**config.mk**
```make
export PLATFORM = sky130hd
export DESIGN_NAME = lru_key_value_cache
export DESIGN_NICKNAME = d
export VERILOG_FILES = /design/src/rtl/lkvc_pkg.sv /design/src/rtl/lru_key_value_cache.sv /design/src/rtl/lkvc_cell.sv
export SDC_FILE = /design/constraint.sdc
export NUM_CORES = 1
export LEC_CHECK = 0
export BUFFER_PORTS_ARGS = -buffer_cell sky130_fd_sc_hd__buf_2
export CAP_MARGIN = 20
export CORE_MARGIN = 2
export CORE_UTILIZATION = 50
export DETAILED_ROUTE_END_ITERATION = 12
export GPL_TIMING_DRIVEN = 0
export MAX_ROUTING_LAYER = met4
export PLACE_DENSITY = 0.68
export SKIP_LAST_GASP = 1
export SLEW_MARGIN = 40
export SYNTH_ARGS = -nofsm -noshare
export SYNTH_HDL_FRONTEND = slang
export SYNTH_HIERARCHICAL = 1
export SYNTH_SLANG_ARGS = --single-unit
```
**constraint.sdc**
```tcl
create_clock -name aclk -period 23.3 [get_ports aclk]
set_input_delay 2.33 -clock aclk [delete_from_list [all_inputs] [get_ports aclk]]
set_output_delay 2.33 -clock aclk [all_outputs]
set_load 0.005 [all_outputs]
```
**src/rtl/lkvc_pkg.sv**
```systemverilog
// Package with the shared types and constants of the LRU key-value cache.
`timescale 1ns / 1ps

package lkvc_pkg;

    localparam int CAPACITY      = 8;
    localparam int KEY_WIDTH     = 32;
    localparam int VALUE_W       = 32;
    localparam int CFG_W         = 4;
    localparam int IDX_W         = (CAPACITY > 1) ? $clog2(CAPACITY) : 1;
    localparam logic [CFG_W-1:0] CFG_CAP_RESET = CFG_W'(8);

    typedef enum logic {
        CMD_INSERT = 1'b0,
        CMD_LOOKUP = 1'b1
    } cmd_t;

    typedef enum logic [1:0] {
        MODE_HIT,
        MODE_FILL,
        MODE_EVICT
    } cell_mode_t;

    typedef struct packed {
        logic                      valid;
        logic [KEY_WIDTH-1:0]      key;
        logic signed [VALUE_W-1:0] value;
    } entry_t;

    typedef struct packed {
        logic [KEY_WIDTH-1:0] key;
        cell_mode_t           mode;
    } cell_ctl_t;

    typedef struct packed {
        logic match;
        logic last;
    } cell_stat_t;

endpackage

```
**src/rtl/lru_key_value_cache.sv**
```systemverilog
// Top level of the LRU key-value cache: a recency-ordered chain of entry cells.
//
//  Channel   Direction  Accept when          Contents
//  s_        in         s_tvalid & s_tready  tuser: cmd; tdata: lookup_key, write_value
//  m_        out        m_tvalid & m_tready  tuser: hit, evicted, nonempty;
//                                            tdata: read_value, evicted_key, most_recent_key
//  cfg_      in         cfg_we               capacity_in_use
//
// One request is taken per cycle while no result is stalled; its result is registered
// and shows in the next cycle. The cycle is set by the key compare in every cell and the
// shift enable that ripples along the chain of CAPACITY cells. Reset empties the cache at
// once, with no clearing pass. A stalled result holds the input off only until it is taken.
`timescale 1ns / 1ps

module lru_key_value_cache (
    input  logic                        aclk,
    input  logic                        aresetn,
    input  logic                        cfg_we,
    input  logic [lkvc_pkg::CFG_W-1:0]  cfg_wdata,
    input  logic                        s_tvalid,
    output logic                        s_tready,
    input  logic [63:0]                 s_tdata,   // lookup_key, write_value
    input  logic [0:0]                  s_tuser,   // cmd
    output logic                        m_tvalid,
    input  logic                        m_tready,
    output logic [95:0]                 m_tdata,   // read_value, evicted_key, most_recent_key
    output logic [2:0]                  m_tuser    // hit, evicted, nonempty
);

    localparam int N  = lkvc_pkg::CAPACITY;
    localparam int KW = lkvc_pkg::KEY_WIDTH;
    localparam int VW = lkvc_pkg::VALUE_W;

    logic [lkvc_pkg::CFG_W-1:0] cap_reg;
    logic                       m_tvalid_reg, m_tvalid_next;
    logic [95:0]                m_tdata_reg, m_tdata_next;
    logic [2:0]                 m_tuser_reg, m_tuser_next;

    logic                       s_fire;
    logic                       is_lookup;
    logic [KW-1:0]              req_key;
    logic signed [VW-1:0]       req_value;
    logic [lkvc_pkg::IDX_W-1:0] cap_idx;
    logic [N-1:0]               valid_vec;
    logic                       full;
    logic                       hit_any;
    logic signed [VW-1:0]       hit_value;
    logic [KW-1:0]              last_key;
    logic                       changes;

    lkvc_pkg::cell_ctl_t        ctl;
    lkvc_pkg::entry_t           head;
    lkvc_pkg::entry_t           held [N];
    lkvc_pkg::cell_stat_t       stat [N];
    logic [N:0]                 shift;

    logic                       res_evicted;
    logic signed [VW-1:0]       res_read;
    logic [KW-1:0]              res_ev_key;
    logic [KW-1:0]              res_mrk;
    logic                       res_nonempty;

    assign s_tready  = !m_tvalid_reg || m_tready;
    assign s_fire    = s_tvalid && s_tready;
    assign is_lookup = (lkvc_pkg::cmd_t'(s_tuser[0]) == lkvc_pkg::CMD_LOOKUP);
    assign req_key   = s_tdata[KW-1:0];
    assign req_value = s_tdata[63:32];

    always_ff @(posedge aclk) begin
        if (!aresetn) begin
            cap_reg <= lkvc_pkg::CFG_CAP_RESET;
        end else if (cfg_we) begin
            cap_reg <= cfg_wdata;
        end
    end

    // Zero acts as one and values above the cell count saturate.
    always_comb begin
        if (cap_reg == '0) begin
            cap_idx = '0;
        end else if (int'(cap_reg) > N) begin
            cap_idx = lkvc_pkg::IDX_W'(N - 1);
        end else begin
            cap_idx = lkvc_pkg::IDX_W'(cap_reg - lkvc_pkg::CFG_W'(1));
        end
    end

    always_comb begin
        hit_any   = 1'b0;
        hit_value = '0;
        last_key  = '0;
        for (int i = 0; i < N; i++) begin
            valid_vec[i] = held[i].valid;
            hit_any      = hit_any | stat[i].match;
            hit_value    = hit_value | (stat[i].match ? held[i].value : '0);
            last_key     = last_key | (stat[i].last ? held[i].key : '0);
        end
    end

    // Valid entries always fill the chain from position zero, so this reads count >= capacity.
    assign full = valid_vec[cap_idx];

    always_comb begin
        ctl.key = req_key;
        if (hit_any) begin
            ctl.mode = lkvc_pkg::MODE_HIT;
        end else if (full) begin
            ctl.mode = lkvc_pkg::MODE_EVICT;
        end else begin
            ctl.mode = lkvc_pkg::MODE_FILL;
        end
    end

    assign changes    = hit_any || !is_lookup;
    assign shift[0]   = s_fire && changes;
    assign head.valid = 1'b1;
    assign head.key   = req_key;
    assign head.value = is_lookup ? hit_value : req_value;

    for (genvar g = 0; g < N; g++) begin : g_cell
        lkvc_pkg::entry_t left;
        logic             right_valid;

        if (g == 0) begin : g_first
            assign left = head;
        end else begin : g_inner
            assign left = held[g-1];
        end

        if (g == N - 1) begin : g_end
            assign right_valid = 1'b0;
        end else begin : g_mid
            assign right_valid = held[g+1].valid;
        end

        lkvc_cell u_cell (
            .aclk        (aclk),
            .aresetn     (aresetn),
            .ctl         (ctl),
            .shift_in    (shift[g]),
            .left        (left),
            .right_valid (right_valid),
            .shift_out   (shift[g+1]),
            .held        (held[g]),
            .stat        (stat[g])
        );
    end

    assign res_evicted  = !is_lookup && !hit_any && full;
    assign res_read     = (is_lookup && hit_any) ? hit_value : '0;
    assign res_ev_key   = res_evicted ? last_key : '0;
    assign res_mrk      = changes ? req_key : (held[0].valid ? held[0].key : '0);
    assign res_nonempty = changes || held[0].valid;

    always_comb begin
        m_tvalid_next = m_tvalid_reg;
        m_tdata_next  = m_tdata_reg;
        m_tuser_next  = m_tuser_reg;
        if (s_fire) begin
            m_tvalid_next = 1'b1;
            m_tdata_next  = {32'(res_mrk), 32'(res_ev_key), 32'(res_read)};
            m_tuser_next  = {res_nonempty, res_evicted, hit_any};
        end else if (m_tready) begin
            m_tvalid_next = 1'b0;
        end
    end

    always_ff @(posedge aclk) begin
        if (!aresetn) begin
            m_tvalid_reg <= 1'b0;
        end else begin
            m_tvalid_reg <= m_tvalid_next;
        end
    end

    always_ff @(posedge aclk) begin
        m_tdata_reg <= m_tdata_next;
        m_tuser_reg <= m_tuser_next;
    end

    assign m_tvalid = m_tvalid_reg;
    assign m_tdata  = m_tdata_reg;
    assign m_tuser  = m_tuser_reg;

endmodule

```
**src/rtl/lkvc_cell.sv**
```systemverilog
// One recency position of the cache: holds an entry and shifts it on to the next position.
`timescale 1ns / 1ps

module lkvc_cell (
    input  logic                aclk,
    input  logic                aresetn,
    input  lkvc_pkg::cell_ctl_t ctl,
    input  logic                shift_in,
    input  lkvc_pkg::entry_t    left,
    input  logic                right_valid,
    output logic                shift_out,
    output lkvc_pkg::entry_t    held,
    output lkvc_pkg::cell_stat_t stat
);

    logic                              valid_reg;
    logic [lkvc_pkg::KEY_WIDTH-1:0]    key_reg;
    logic signed [lkvc_pkg::VALUE_W-1:0] value_reg;
    logic                              stop;

    assign held.valid = valid_reg;
    assign held.key   = key_reg;
    assign held.value = value_reg;

    assign stat.match = valid_reg && (key_reg == ctl.key);
    assign stat.last  = valid_reg && !right_valid;

    // The entry at the chosen position is overwritten from the left and stops the shift.
    always_comb begin
        case (ctl.mode)
            lkvc_pkg::MODE_HIT:   stop = stat.match;
            lkvc_pkg::MODE_EVICT: stop = stat.last;
            lkvc_pkg::MODE_FILL:  stop = !valid_reg;
            default:              stop = 1'b1;
        endcase
    end

    assign shift_out = shift_in && !stop;

    always_ff @(posedge aclk) begin
        if (!aresetn) begin
            valid_reg <= 1'b0;
        end else if (shift_in) begin
            valid_reg <= left.valid;
        end
    end

    always_ff @(posedge aclk) begin
        if (shift_in) begin
            key_reg   <= left.key;
            value_reg <= left.value;
        end
    end

endmodule

```
==> metrics.txt <==
worst slew pin tran between 900 and 1000 ps; Final Core Density 60.2%; Crit Path Class in2reg; postcts setup bufs 0; global-route wire length before repair 114 mm; GR peak layer met2; cell with the largest stage delay on the worst path nor4_1; Post-CTS Hold Buffers 0; final slew viol count 0; Int Pwr 1910 uW; Via-to-Cell Ratio 6.43; post_cts resized 0; critical path peak fanout 27; met3 Use GR 5.00%; # H-tree levels 3; largest net degree at the start of global routing 42; GP Congestion 0.990; CTS Buf Count 67; Leakage approximately 0.0099 uW; Slew HR 35.0%; Sw Pwr 540 uW; Reg clk slew, reported paths 60 ps; initial antenna violation count 0; Synth Area per Inst approximately 16 um2; Worst Clk Skew 27.4 ps; CTS Root Buffer Type clkbuf_16; Total GRT Usage 30.5%; Mapped Nets 1,689; Startpoint Class input pin; worst hold path type reg2reg; max cap viols 0; Area growth, synth to finish 18.6%; sequential share of power approximately half; Worst EP required 23,600 ps; vias in the first global route 16,572; ANT cells 0; VDD IR max 0.0575 mV; hpwl dp 54.0 mm; io pins 175; YS warnings 6; Design Power 2450 uW; IO Port Bufs 173; FMAX 0.0826 GHz; 1st-iter DRT viols about 2,100; fin crit share between 50% and 60%; RSZ-0062 raised after global routing false; status complete, no violations; nets 1,968; final hold viol count 0; GR Layer Usage met2 47.6%; critical path's most frequent cell buf_16; Die Y 233 um; core area 51,600 um2; grt total ovfl 0; total die area 54,300 um2; CTS sink count 624; Final min period 12,100 ps; Comb pwr share under 10%; Clock Latency Late Sink 620 ps; Clock Power Share 43.6%; Post-Syn Area 26,200 um2; final WL 79.9 mm; CTS tree done; post-route ant nets 0; Synth Instances 1,614; kind of end point of the critical path flip-flop; die width 233 um; CP max stage delay 760 ps; layout cell share with drive strength beyond 1 21.0%; wire per inst a little over 30 um; Power Density 78.9 nW/um2; Residual DRC 0; clock tree buffer depth 3; switch share 22.0%; Starting Density 50.8%; via count 16,889; Row Count between 80 and 90; WP data arrival 12,400 ps; Initial DRT Pass Iterations 5; final setup fails 0; M1 GR Usage just over 40%
layer usage:
layer  wire length, um  part of all wire, %  up-vias
li1                  -                    -     7027
met1             31200                   39     8538
met2             38200                   48     1128
met3              7420                  9.3      196
met4              3160                  4.0        0
met5                 0                    0        -
power groups by stage:
stage | combinational, uW | clock [uW] | sequential [uW]
after floorplan | 58.7 | 0 | 1280
after global placement | 113 | 0 | 1290
after detailed placement | 121 | 0 | 1280
after CTS | 122 | 1080 | 1260
after global routing | 130 | 1120 | 1260
final | 122 | 1070 | 1260
final timing paths:
path	startpoint	cells past startpoint	slack (ps)	endpoint
hold / removal	g_cell[5].u_cell/value_reg[22]	0	450	g_cell[6].u_cell/value_reg[22]
hold reg to reg	g_cell[5].u_cell/value_reg[22]	0	450	g_cell[6].u_cell/value_reg[22]
setup / recovery	s_tdata[19]	35	11200	g_cell[7].u_cell/value_reg[21]
setup reg to reg	g_cell[4].u_cell/key_reg[19]	34	12720	g_cell[7].u_cell/value_reg[21]
layout make-up:
class	count	area, um2
multi-input combinational	889	7150
clock inverter	36	363
fill	3841	20500
timing repair buffer	210	1790
inverter	14	52.6
buffer	87	459
clock buffer	86	1810
tap	680	851
sequential	624	18600
cells in the final DEF (no fill, tap or decap), drive strengths merged, types with 2 or more instances in the layout:
master,instances
buf,226
mux2i,13
conb,2
dfxtp,13
xor2,80
a31oi,32
nand3,10
a21oi,2
clkbuf,157
nor2b,13
nor3,9
nand4,48
a21boi,2
o22ai,7
inv,17
a22oi,192
a21o,32
clkinvlp,4
a22o,32
o21ai,34
nand2b,3
o41a,7
clkinv,23
nor4,26
edfxtp,611
nor2,17
nand2,67
o211ai,3
a221oi,32
and2,10
xnor2,176
a41oi,32
bufinv,6
through the flow:
stage               std cells  setup TNS, ps  area (um2)  hold slack (ps)  setup WS, ps
floorplan                1614              0       26200              427          2110
detailed placement       2503              0       28900              434         10860
finish                   2626              0       31100              446         11200
CTS                      2625              0       31100              449         11400
global placement         2467       -1931340       27900              429        -12870
global route             2626              0       31100              453         11110
worst max-delay path: cells and delay by family:
kind / cells / cell delay [ps]
simple gates: 14 / 3250
compound gates: 7 / 3100
buf+inv: 13 / 3420
xor+xnor: 1 / 180
(Power assumes the default switching activity.)
